==> src/rtl/core/assert_macros.svh <==
// assertion macros shared by the rtl of the quadrature counter
// no dependencies; compiled away when SYNTHESIS is defined
`ifndef ASSERT_MACROS_SVH
`define ASSERT_MACROS_SVH

`ifndef SYNTHESIS

// property that must hold at every clock edge outside reset
`define ASSERT_ALWAYS(lbl, clk, rst, prop) \
  lbl: assert property (@(posedge clk) disable iff (rst) (prop)) \
    else $error("assertion failed");

// same-cycle implication outside reset
`define ASSERT_IMPLY(lbl, clk, rst, ante, cons) \
  lbl: assert property (@(posedge clk) disable iff (rst) (ante) |-> (cons)) \
    else $error("implication failed");

`else

`define ASSERT_ALWAYS(lbl, clk, rst, prop)
`define ASSERT_IMPLY(lbl, clk, rst, ante, cons)

`endif

`endif

==> src/rtl/core/dqc_pkg.sv <==
// shared types and constants of the debounced quadrature counter
// no dependencies
package dqc_pkg;

  // width of position, limits and the configuration data
  localparam int DATA_W = 16;

  // configuration register indexes
  localparam int CFG_IDX_W = 3;
  typedef enum logic [CFG_IDX_W-1:0] {
    CFG_DEBOUNCE_SAMPLES = 3'd0,
    CFG_EDGE_MODE        = 3'd1,
    CFG_STEP_SIZE        = 3'd2,
    CFG_MIN_LIMIT        = 3'd3,
    CFG_MAX_LIMIT        = 3'd4,
    CFG_FREQ_WINDOW      = 3'd5
  } cfg_reg_t;

  // which debounced edges move the position
  typedef enum logic [1:0] {
    EDGE_FALLING = 2'd0,
    EDGE_RISING  = 2'd1,
    EDGE_BOTH    = 2'd2,
    EDGE_NONE    = 2'd3
  } edge_mode_t;

  // confirmed edges of debounced channel a
  typedef struct packed {
    logic rise;
    logic fall;
  } a_edge_t;

  // reset values and disable codes
  localparam logic [DATA_W-1:0] LIMIT_OFF_LOW  = 16'hFFFF;
  localparam logic [DATA_W-1:0] LIMIT_OFF_HIGH = 16'h0000;
  localparam logic [DATA_W-1:0] STEP_DEFAULT   = 16'd1;
  localparam logic [DATA_W-1:0] WINDOW_DEFAULT = 16'd1000;

endpackage

==> src/rtl/core/dqc_debounce.sv <==
// debounce of channel a with edge confirmation
// depends on dqc_pkg
module dqc_debounce #(
  parameter int COUNTER_WIDTH = 16
) (
  input  logic                         clk,
  input  logic                         rst,
  input  logic                         adv,
  input  logic                         a,
  input  logic [dqc_pkg::DATA_W-1:0]   debounce_samples,
  output dqc_pkg::a_edge_t             edges,
  output logic                         level_q,
  output logic                         level_next
);

  localparam int CMP_W = (COUNTER_WIDTH > dqc_pkg::DATA_W) ? COUNTER_WIDTH : dqc_pkg::DATA_W;

  logic [COUNTER_WIDTH-1:0] count;
  logic [COUNTER_WIDTH-1:0] count_next;
  logic [COUNTER_WIDTH-1:0] count_inc;
  logic [CMP_W-1:0]         count_cmp;
  logic [CMP_W-1:0]         samples_cmp;

  assign count_inc   = COUNTER_WIDTH'(count + 1'b1);
  assign count_cmp   = CMP_W'(count_inc);
  assign samples_cmp = CMP_W'(debounce_samples);

  // rising change confirms at the threshold, falling change above it
  always_comb begin
    edges      = '0;
    count_next = '0;
    level_next = level_q;
    if (a != level_q) begin
      if (a) begin
        edges.rise = (count_cmp >= samples_cmp);
      end else begin
        edges.fall = (count_cmp > samples_cmp);
      end
      if (edges.rise || edges.fall) begin
        level_next = a;
      end else begin
        count_next = count_inc;
      end
    end
  end

  // debounce state
  always_ff @(posedge clk) begin
    if (rst) begin
      level_q <= 1'b0;
      count   <= '0;
    end else if (adv) begin
      level_q <= level_next;
      count   <= count_next;
    end
  end

endmodule

==> src/rtl/core/dqc_position.sv <==
// position accumulator with step, direction and limit clamp
// depends on dqc_pkg
module dqc_position (
  input  logic                         clk,
  input  logic                         rst,
  input  logic                         adv,
  input  dqc_pkg::a_edge_t             edges,
  input  logic                         b,
  input  logic                         overwrite_valid,
  input  logic [dqc_pkg::DATA_W-1:0]   overwrite_value,
  input  dqc_pkg::edge_mode_t          edge_mode,
  input  logic [dqc_pkg::DATA_W-1:0]   step_size,
  input  logic [dqc_pkg::DATA_W-1:0]   min_limit,
  input  logic [dqc_pkg::DATA_W-1:0]   max_limit,
  output logic [dqc_pkg::DATA_W-1:0]   pos_q,
  output logic [dqc_pkg::DATA_W-1:0]   pos_next
);

  localparam int SUM_W = dqc_pkg::DATA_W + 2;

  logic [dqc_pkg::DATA_W-1:0] base;
  logic                       move;
  logic                       up;
  logic signed [SUM_W-1:0]    sum;
  logic signed [SUM_W-1:0]    clamp_hi;
  logic signed [SUM_W-1:0]    clamped;
  logic signed [SUM_W-1:0]    max_s;
  logic signed [SUM_W-1:0]    min_s;

  assign base = overwrite_valid ? overwrite_value : pos_q;

  // edge selection by mode
  always_comb begin
    unique case (edge_mode)
      dqc_pkg::EDGE_FALLING: move = edges.fall;
      dqc_pkg::EDGE_RISING:  move = edges.rise;
      dqc_pkg::EDGE_BOTH:    move = edges.rise || edges.fall;
      dqc_pkg::EDGE_NONE:    move = 1'b0;
      default:               move = 1'b0;
    endcase
  end

  // rising edge follows b, falling edge the inverse of b
  assign up = edges.rise ? b : !b;

  assign max_s = $signed({2'b00, max_limit});
  assign min_s = $signed({2'b00, min_limit});

  // exact sum, then upper clamp, then lower clamp
  always_comb begin
    if (up) begin
      sum = $signed({2'b00, base}) + $signed({2'b00, step_size});
    end else begin
      sum = $signed({2'b00, base}) - $signed({2'b00, step_size});
    end
    clamp_hi = sum;
    if ((max_limit != dqc_pkg::LIMIT_OFF_HIGH) && (sum > max_s)) begin
      clamp_hi = max_s;
    end
    clamped = clamp_hi;
    if ((min_limit != dqc_pkg::LIMIT_OFF_LOW) && (clamp_hi < min_s)) begin
      clamped = min_s;
    end
  end

  assign pos_next = move ? clamped[dqc_pkg::DATA_W-1:0] : base;

  // position state
  always_ff @(posedge clk) begin
    if (rst) begin
      pos_q <= '0;
    end else if (adv) begin
      pos_q <= pos_next;
    end
  end

endmodule

==> src/rtl/core/dqc_freq.sv <==
// rising edge frequency over a window of ticks
// depends on dqc_pkg
module dqc_freq #(
  parameter int COUNTER_WIDTH = 16
) (
  input  logic                         clk,
  input  logic                         rst,
  input  logic                         adv,
  input  logic                         clear,
  input  logic                         rise,
  input  logic [dqc_pkg::DATA_W-1:0]   freq_window,
  output logic [dqc_pkg::DATA_W-1:0]   freq_next
);

  localparam int CMP_W = (COUNTER_WIDTH > dqc_pkg::DATA_W) ? COUNTER_WIDTH : dqc_pkg::DATA_W;

  logic [COUNTER_WIDTH-1:0]   tally;
  logic [COUNTER_WIDTH-1:0]   tally_inc;
  logic [COUNTER_WIDTH-1:0]   tally_next;
  logic [COUNTER_WIDTH-1:0]   ticks;
  logic [COUNTER_WIDTH-1:0]   ticks_inc;
  logic [COUNTER_WIDTH-1:0]   ticks_next;
  logic [dqc_pkg::DATA_W-1:0] last_freq;

  assign tally_inc = rise ? COUNTER_WIDTH'(tally + 1'b1) : tally;
  assign ticks_inc = COUNTER_WIDTH'(ticks + 1'b1);

  // window close latches the tally and restarts both counters
  always_comb begin
    tally_next = tally_inc;
    ticks_next = ticks;
    freq_next  = last_freq;
    if (freq_window != '0) begin
      ticks_next = ticks_inc;
      if (CMP_W'(ticks_inc) >= CMP_W'(freq_window)) begin
        freq_next  = dqc_pkg::DATA_W'(tally_inc);
        tally_next = '0;
        ticks_next = '0;
      end
    end
  end

  // window state, cleared by reset and by a write of the window register
  always_ff @(posedge clk) begin
    if (rst || clear) begin
      tally     <= '0;
      ticks     <= '0;
      last_freq <= '0;
    end else if (adv) begin
      tally     <= tally_next;
      ticks     <= ticks_next;
      last_freq <= freq_next;
    end
  end

endmodule

==> src/rtl/core/debounced_quadrature_counter.sv <==
// debounced quadrature counter; each accepted word passes the input register and
// the result register, throughput one word per cycle unless out_ready stalls;
// they flank one pass of debounce, position clamp and window logic
// rst is synchronous: clears both pipeline valid flags and all counter state and
// loads the configuration registers with their defaults
// depends on dqc_pkg, dqc_debounce, dqc_position, dqc_freq and assert_macros.svh
`include "assert_macros.svh"

module debounced_quadrature_counter #(
  parameter int COUNTER_WIDTH = 16
) (
  input  logic                                clk,
  input  logic                                rst,
  // configuration
  input  logic                                cfg_write,
  input  logic [dqc_pkg::CFG_IDX_W-1:0]       cfg_index,
  input  logic [dqc_pkg::DATA_W-1:0]          cfg_data,
  // input word
  input  logic                                in_valid,
  output logic                                in_ready,
  input  logic                                channel_a,
  input  logic                                channel_b,
  input  logic                                overwrite_valid,
  input  logic [dqc_pkg::DATA_W-1:0]          overwrite_value,
  // result word
  output logic                                out_valid,
  input  logic                                out_ready,
  output logic [dqc_pkg::DATA_W-1:0]          position,
  output logic [dqc_pkg::DATA_W-1:0]          frequency,
  output logic                                level
);

  logic [dqc_pkg::DATA_W-1:0] debounce_samples;
  dqc_pkg::edge_mode_t        edge_mode;
  logic [dqc_pkg::DATA_W-1:0] step_size;
  logic [dqc_pkg::DATA_W-1:0] min_limit;
  logic [dqc_pkg::DATA_W-1:0] max_limit;
  logic [dqc_pkg::DATA_W-1:0] freq_window;
  logic                       window_clear;

  logic                       s1_valid;
  logic                       s1_a;
  logic                       s1_b;
  logic                       s1_ow_valid;
  logic [dqc_pkg::DATA_W-1:0] s1_ow_value;
  logic                       s1_adv;
  logic                       in_accept;

  dqc_pkg::a_edge_t           edges;
  logic                       level_q;
  logic                       level_next;
  logic [dqc_pkg::DATA_W-1:0] pos_q;
  logic [dqc_pkg::DATA_W-1:0] pos_next;
  logic [dqc_pkg::DATA_W-1:0] freq_next;

  // configuration registers
  always_ff @(posedge clk) begin
    if (rst) begin
      debounce_samples <= '0;
      edge_mode        <= dqc_pkg::EDGE_FALLING;
      step_size        <= dqc_pkg::STEP_DEFAULT;
      min_limit        <= dqc_pkg::LIMIT_OFF_LOW;
      max_limit        <= dqc_pkg::LIMIT_OFF_HIGH;
      freq_window      <= dqc_pkg::WINDOW_DEFAULT;
    end else if (cfg_write) begin
      unique case (dqc_pkg::cfg_reg_t'(cfg_index))
        dqc_pkg::CFG_DEBOUNCE_SAMPLES: debounce_samples <= cfg_data;
        dqc_pkg::CFG_EDGE_MODE:        edge_mode <= dqc_pkg::edge_mode_t'(cfg_data[1:0]);
        dqc_pkg::CFG_STEP_SIZE:        step_size <= cfg_data;
        dqc_pkg::CFG_MIN_LIMIT:        min_limit <= cfg_data;
        dqc_pkg::CFG_MAX_LIMIT:        max_limit <= cfg_data;
        dqc_pkg::CFG_FREQ_WINDOW:      freq_window <= cfg_data;
        default: ;
      endcase
    end
  end

  assign window_clear = cfg_write && (cfg_index == dqc_pkg::CFG_FREQ_WINDOW);

  // handshake: the input register moves on whenever the result register frees up
  assign s1_adv    = s1_valid && (!out_valid || out_ready);
  assign in_ready  = !s1_valid || s1_adv;
  assign in_accept = in_valid && in_ready;

  // input register
  always_ff @(posedge clk) begin
    if (rst) begin
      s1_valid <= 1'b0;
    end else if (in_accept) begin
      s1_valid <= 1'b1;
    end else if (s1_adv) begin
      s1_valid <= 1'b0;
    end
  end

  always_ff @(posedge clk) begin
    if (in_accept) begin
      s1_a        <= channel_a;
      s1_b        <= channel_b;
      s1_ow_valid <= overwrite_valid;
      s1_ow_value <= overwrite_value;
    end
  end

  // debounce of channel a
  dqc_debounce #(
    .COUNTER_WIDTH(COUNTER_WIDTH)
  ) u_debounce (
    .clk              (clk),
    .rst              (rst),
    .adv              (s1_adv),
    .a                (s1_a),
    .debounce_samples (debounce_samples),
    .edges            (edges),
    .level_q          (level_q),
    .level_next       (level_next)
  );

  // position update
  dqc_position u_position (
    .clk              (clk),
    .rst              (rst),
    .adv              (s1_adv),
    .edges            (edges),
    .b                (s1_b),
    .overwrite_valid  (s1_ow_valid),
    .overwrite_value  (s1_ow_value),
    .edge_mode        (edge_mode),
    .step_size        (step_size),
    .min_limit        (min_limit),
    .max_limit        (max_limit),
    .pos_q            (pos_q),
    .pos_next         (pos_next)
  );

  // frequency window
  dqc_freq #(
    .COUNTER_WIDTH(COUNTER_WIDTH)
  ) u_freq (
    .clk          (clk),
    .rst          (rst),
    .adv          (s1_adv),
    .clear        (window_clear),
    .rise         (edges.rise),
    .freq_window  (freq_window),
    .freq_next    (freq_next)
  );

  // result register
  always_ff @(posedge clk) begin
    if (rst) begin
      out_valid <= 1'b0;
    end else if (s1_adv) begin
      out_valid <= 1'b1;
    end else if (out_ready) begin
      out_valid <= 1'b0;
    end
  end

  always_ff @(posedge clk) begin
    if (s1_adv) begin
      position  <= pos_next;
      frequency <= freq_next;
      level     <= level_next;
    end
  end

  // checks
  `ASSERT_ALWAYS(a_edge_excl, clk, rst, !(edges.rise && edges.fall))
  `ASSERT_IMPLY(a_ready_when_empty, clk, rst, !out_valid, in_ready)
  `ASSERT_IMPLY(a_level_needs_edge, clk, rst, level_next != level_q, edges.rise || edges.fall)
  `ASSERT_IMPLY(a_pos_hold, clk, rst, !edges.rise && !edges.fall && !s1_ow_valid, pos_next == pos_q)
  `ASSERT_IMPLY(a_result_matches_state, clk, rst, out_valid && !s1_valid, level == level_q && position == pos_q)

endmodule

==> config.mk <==
export PLATFORM = sky130hd
export DESIGN_NAME = debounced_quadrature_counter
export DESIGN_NICKNAME = d
export VERILOG_FILES = /design/src/rtl/core/dqc_pkg.sv /design/src/rtl/core/dqc_debounce.sv /design/src/rtl/core/dqc_position.sv /design/src/rtl/core/dqc_freq.sv /design/src/rtl/core/debounced_quadrature_counter.sv
export VERILOG_INCLUDE_DIRS = /design/src /design/src/rtl/core
export SDC_FILE = /design/constraint.sdc
export NUM_CORES = 1
export LEC_CHECK = 0
export ABC_CLOCK_PERIOD_IN_PS = 8600
export BUFFER_PORTS_ARGS = -buffer_cell sky130_fd_sc_hd__buf_2
export CELL_PAD_IN_SITES_DETAIL_PLACEMENT = 0
export CELL_PAD_IN_SITES_GLOBAL_PLACEMENT = 2
export CORE_MARGIN = 8
export CORE_UTILIZATION = 34
export CTS_CLUSTER_SIZE = 30
export DETAILED_ROUTE_END_ITERATION = 16
export HOLD_SLACK_MARGIN = 0.05
export PLACE_DENSITY_LB_ADDON = 0.1
export SYNTH_ARGS = -nofsm -noshare
export SYNTH_HDL_FRONTEND = slang
export SYNTH_SLANG_ARGS = --single-unit
==> constraint.sdc <==
create_clock -name clk -period 8.6 [get_ports clk]
set_input_delay 0.86 -clock clk [delete_from_list [all_inputs] [get_ports clk]]
set_output_delay 0.86 -clock clk [all_outputs]
set_load 0.01 [all_outputs]
==> results by group <==
Final layout
  • Layout cells sized above 1: 17.33%
  • Fill cells: around 3900
  • Post-layout instance area: 15150 um^2
  • Final cell count without fillers: around 2100
  • Storage cell area: 4873 um^2
  • Final net count: 1756
  • Inserted Diodes: 0
  • Area Growth Syn to Fin: 17.97%
  • Footprint of the multi-input gates: 7545 um^2

Global routing
  • Vias in the first global route: 10569
  • Remaining Overflow, GRT: 0
  • Initial antenna violation count: 0
  • First-pass GRT wire length: ~64000 um
  • GR Util All Layers: 18.37%
  • Largest net degree at the start of global routing: 78

STA
  • Final Cycle Share: a little over nine tenths
  • Fmax: 121.7 MHz
  • Setup_tns: 0 ns
  • WHS: 0.4541 ns
  • Setup ws final: 0.3860 ns
  • Final setup fails: 0
  • Worst-Margin Slew: 1.091 ns
  • Count of final hold-check violations: 0
  • Clk_skew: ~0.014 ns
  • Final Max Tran Viols: 0
  • Tmin final: 8.214 ns
  • Max_slew headroom: 27.03%

Routing
  • DRT Pass-1 Iters: 5
  • Post-DRT Antenna Nets: 0
  • DRT Wirelength: 41600 um
  • Via/cell ratio: 5.163
  • Via count: 11070
  • Iter 0 DRT Violations: roughly 600
  • Residual DRC count: 0
  • WL/cell: 19.40 um

Setup path
  • Critical path startpoint category: flop
  • Reg-to-reg startpoint: u_debounce.count[1]
  • R2R cell count: 43
  • Top fanout value on the critical path: 8
  • Terminus of the critical flop-to-flop path: position[9]
  • CP endpoint kind: flop
  • CP arrival: 8.51 ns
  • Slowest-stage cell, CP: mux2_2
  • R2R Setup Slk: 0.39 ns
  • WS Path Type: flop to flop
  • Req. time, crit path: 8.90 ns
  • Most common cell on crit path: buf_4
  • Largest stage delay, worst path: 0.39 ns

Die
  • Core area: 37400 um^2
  • Die Y: 210.3 um
  • Die Area: 44230 um^2
  • Initial core utilization: between 30% and 40%
  • Die width: between 200 and 250 um
  • IO Pins: 78
  • Cell Rows: 71

Yosys
  • Syn nets: 1664
  • Post-synthesis cell count: 1521
  • Ys async rst share: 0%
  • Number of distinct library cells after synthesis: 77
  • Top FF cell, synth: dfxtp_1
  • Seq/Total Area, Yosys: ~38%
  • Mean Syn Cell Area: ~8.4 um^2
  • Post-synth top area cell: dfxtp_1
  • Seq cells post-synth: 217
  • Ys Warns: 0
  • Synth top area share: ~26%
  • Area contributors post-synth: dfxtp_1 26%, edfxtp_1 12%, ha_1 9.6%, nand2_1 7.0%, a21oi_1 6.1%
  • Mapped cell area: roughly 13000 um^2
  • Post-synth EDFFs: 52

Power
  • Leak: 5.990 nW
  • VDD IR max: 0.1488 mV
  • Cell Pwr Density: approximately 190 nW/um^2

Worst hold path
  • Hold Crit Class: flop to flop
  • Hold_sp: debounce_samples[4]
  • Worst Hold Path EP: debounce_samples[4]
  • Worst hold path stage count: 2

Clock network
  • Clock latency at the later pin of the worst-skew pair: 0.54 ns
  • CTS tree: yes
  • Hold Buf Count CTS: 0
  • Root buf cell: clkbuf_16
  • CTS max path bufs: 3
  • CTS clk-pin slew, worst paths: 0.06 ns
  • Htree depth: 1
  • Clock sink count: 217
  • Num CTS Buffers: 27

Place
  • Hpwl dp: 30800 um
  • Port Buffers: 77
  • RD Place Congestion: 0.8753
  • Placed Area: 13950 um^2
  • Placement Setup Slack: -0.1751 ns
  • Dpl cells: about 2100

Flow run
  • Max cap viols: 0

Run status
  • Status: finished, final reports clean
==> area by class of cell <==
cell class	instances	area share [%]
Timing Repair Buffer	134	5.469
Tap cell	511	4.221
Sequential cell	217	32.18
Clock inverter	5	0.1983
Inverter	112	2.776
Clock buffer	44	5.345
Multi-Input combinational cell	1121	49.81
==> power breakdown <==
group,switching [mW],total (mW),leakage [nW],internal (mW)
clock,0.438,1.08,0.416,0.639
combinational,0.407,0.674,3.74,0.266
sequential,0.0191,1.10,1.84,1.08
==> placed cells by master (no fill, tap or decap), types with 29 or more instances in the layout <==
cell type and n:
buf_2 77, dfxtp_1 162, buf_4 53, edfxtp_1 52
nand2_1 241, xnor2_1 33, nor2_1 74, inv_1 111
a21oi_1 153, ha_1 94, o21ai_0 73, o211ai_1 34
nand3_1 29
==> worst max-delay path: cells and delay by family (launching register included) <==
family	cells	cell delay [ns]
XOR/XNOR	3	0.63
flip-flops	1	0.37
AO/OA/AOI/OAI	11	1.56
AND/OR/NAND/NOR	17	2.77
multiplexers	2	0.60
adder cells (fa/ha/maj)	3	0.90
buffers and inverters	7	1.14
==> worst max-delay path by stage <==
stage,startpoint,end,slack [ns]
2_1_floorplan,u_debounce.count[0],position[12],0.25
3_3_place_gp,u_debounce.count[1],position[9],0.04
3_5_place_dp,u_debounce.count[0],position[9],-0.18
4_1_cts,u_debounce.count[1],position[9],0.03
5_1_grt,u_debounce.count[2],position[5],-0.08
6_report,u_debounce.count[1],position[9],0.39
==> layer usage <==
metal	track usage [%]	wire length [um]	vias up
met3	2.673	1983	27
li1	-	-	5560
met5	0	0	-
met2	28.02	17750	229
met1	27.41	21380	5254
met4	2.989	490	0
==> timing repair <==
| item | 4_1_cts | 5_1_grt |
|---|---|---|
| buffers inserted | 0 | 10 |
| setup endpoints to repair | 30 | 32 |
| gates resized for setup | 7 | 49 |
| pin swaps | 3 | 19 |
==> cell families (layout without fill, tap and decap cells) <==
| group | after synthesis | after routing | synth area share, % |
|---|---|---|---|
| AO/OA/AOI/OAI | 392 | 392 | 19.18 |
| XOR/XNOR | 60 | 60 | 4.298 |
| adder cells (fa/ha/maj) | 100 | 100 | 9.863 |
| buffers and inverters | 183 | 295 | 5.535 |
| flip-flops | 217 | 217 | 37.89 |
| multiplexers | 47 | 47 | 3.986 |
| AND/OR/NAND/NOR | 522 | 522 | 19.25 |
==> flip-flops by register name (all words and copies together) (netlist names) <==
register	cells
max_limit	16
position	16
frequency	16
min_limit	16
out_valid	1
s1_ow_value	16
u_freq.last_freq	16
s1_valid	1
u_debounce.count	16
freq_window	16
debounce_samples	16
level	1
s1_ow_valid	1
u_position.pos_q	16
s1_b	1
s1_a	1
u_debounce.level_q	1
step_size	16
u_freq.ticks	16
u_freq.tally	16
edge_mode	2
==> synth_stat cells, types with 13 or more instances <==
| master | instances |
|---|---|
| nand2_1 | 241 |
| dfxtp_1 | 165 |
| a21oi_1 | 156 |
| inv_1 | 112 |
| ha_1 | 98 |
| nor2_1 | 76 |
| o21ai_0 | 75 |
| clkbuf_1 | 62 |
| edfxtp_1 | 52 |
| xnor2_1 | 35 |
| nand3_1 | 34 |
| o211ai_1 | 34 |
| mux2_2 | 25 |
| xor2_1 | 23 |
| a211oi_1 | 21 |
| mux2i_1 | 20 |
| nor3_1 | 20 |
| and3_1 | 17 |
| or3_1 | 17 |
| and2_1 | 15 |
| nor4_1 | 15 |
| a31o_2 | 14 |
| nand2b_1 | 13 |
| nor2b_1 | 13 |
| or2_2 | 13 |
==> through the flow <==
stage          power (mW)  utilization (%)
2_1_floorplan       1.507                -
3_3_place_gp        1.736            37.29
3_5_place_dp        1.731            37.29
4_1_cts             2.829            39.60
5_1_grt             2.981            40.50
6_report            2.846            40.50
Power figures use the tool's default switching activity.
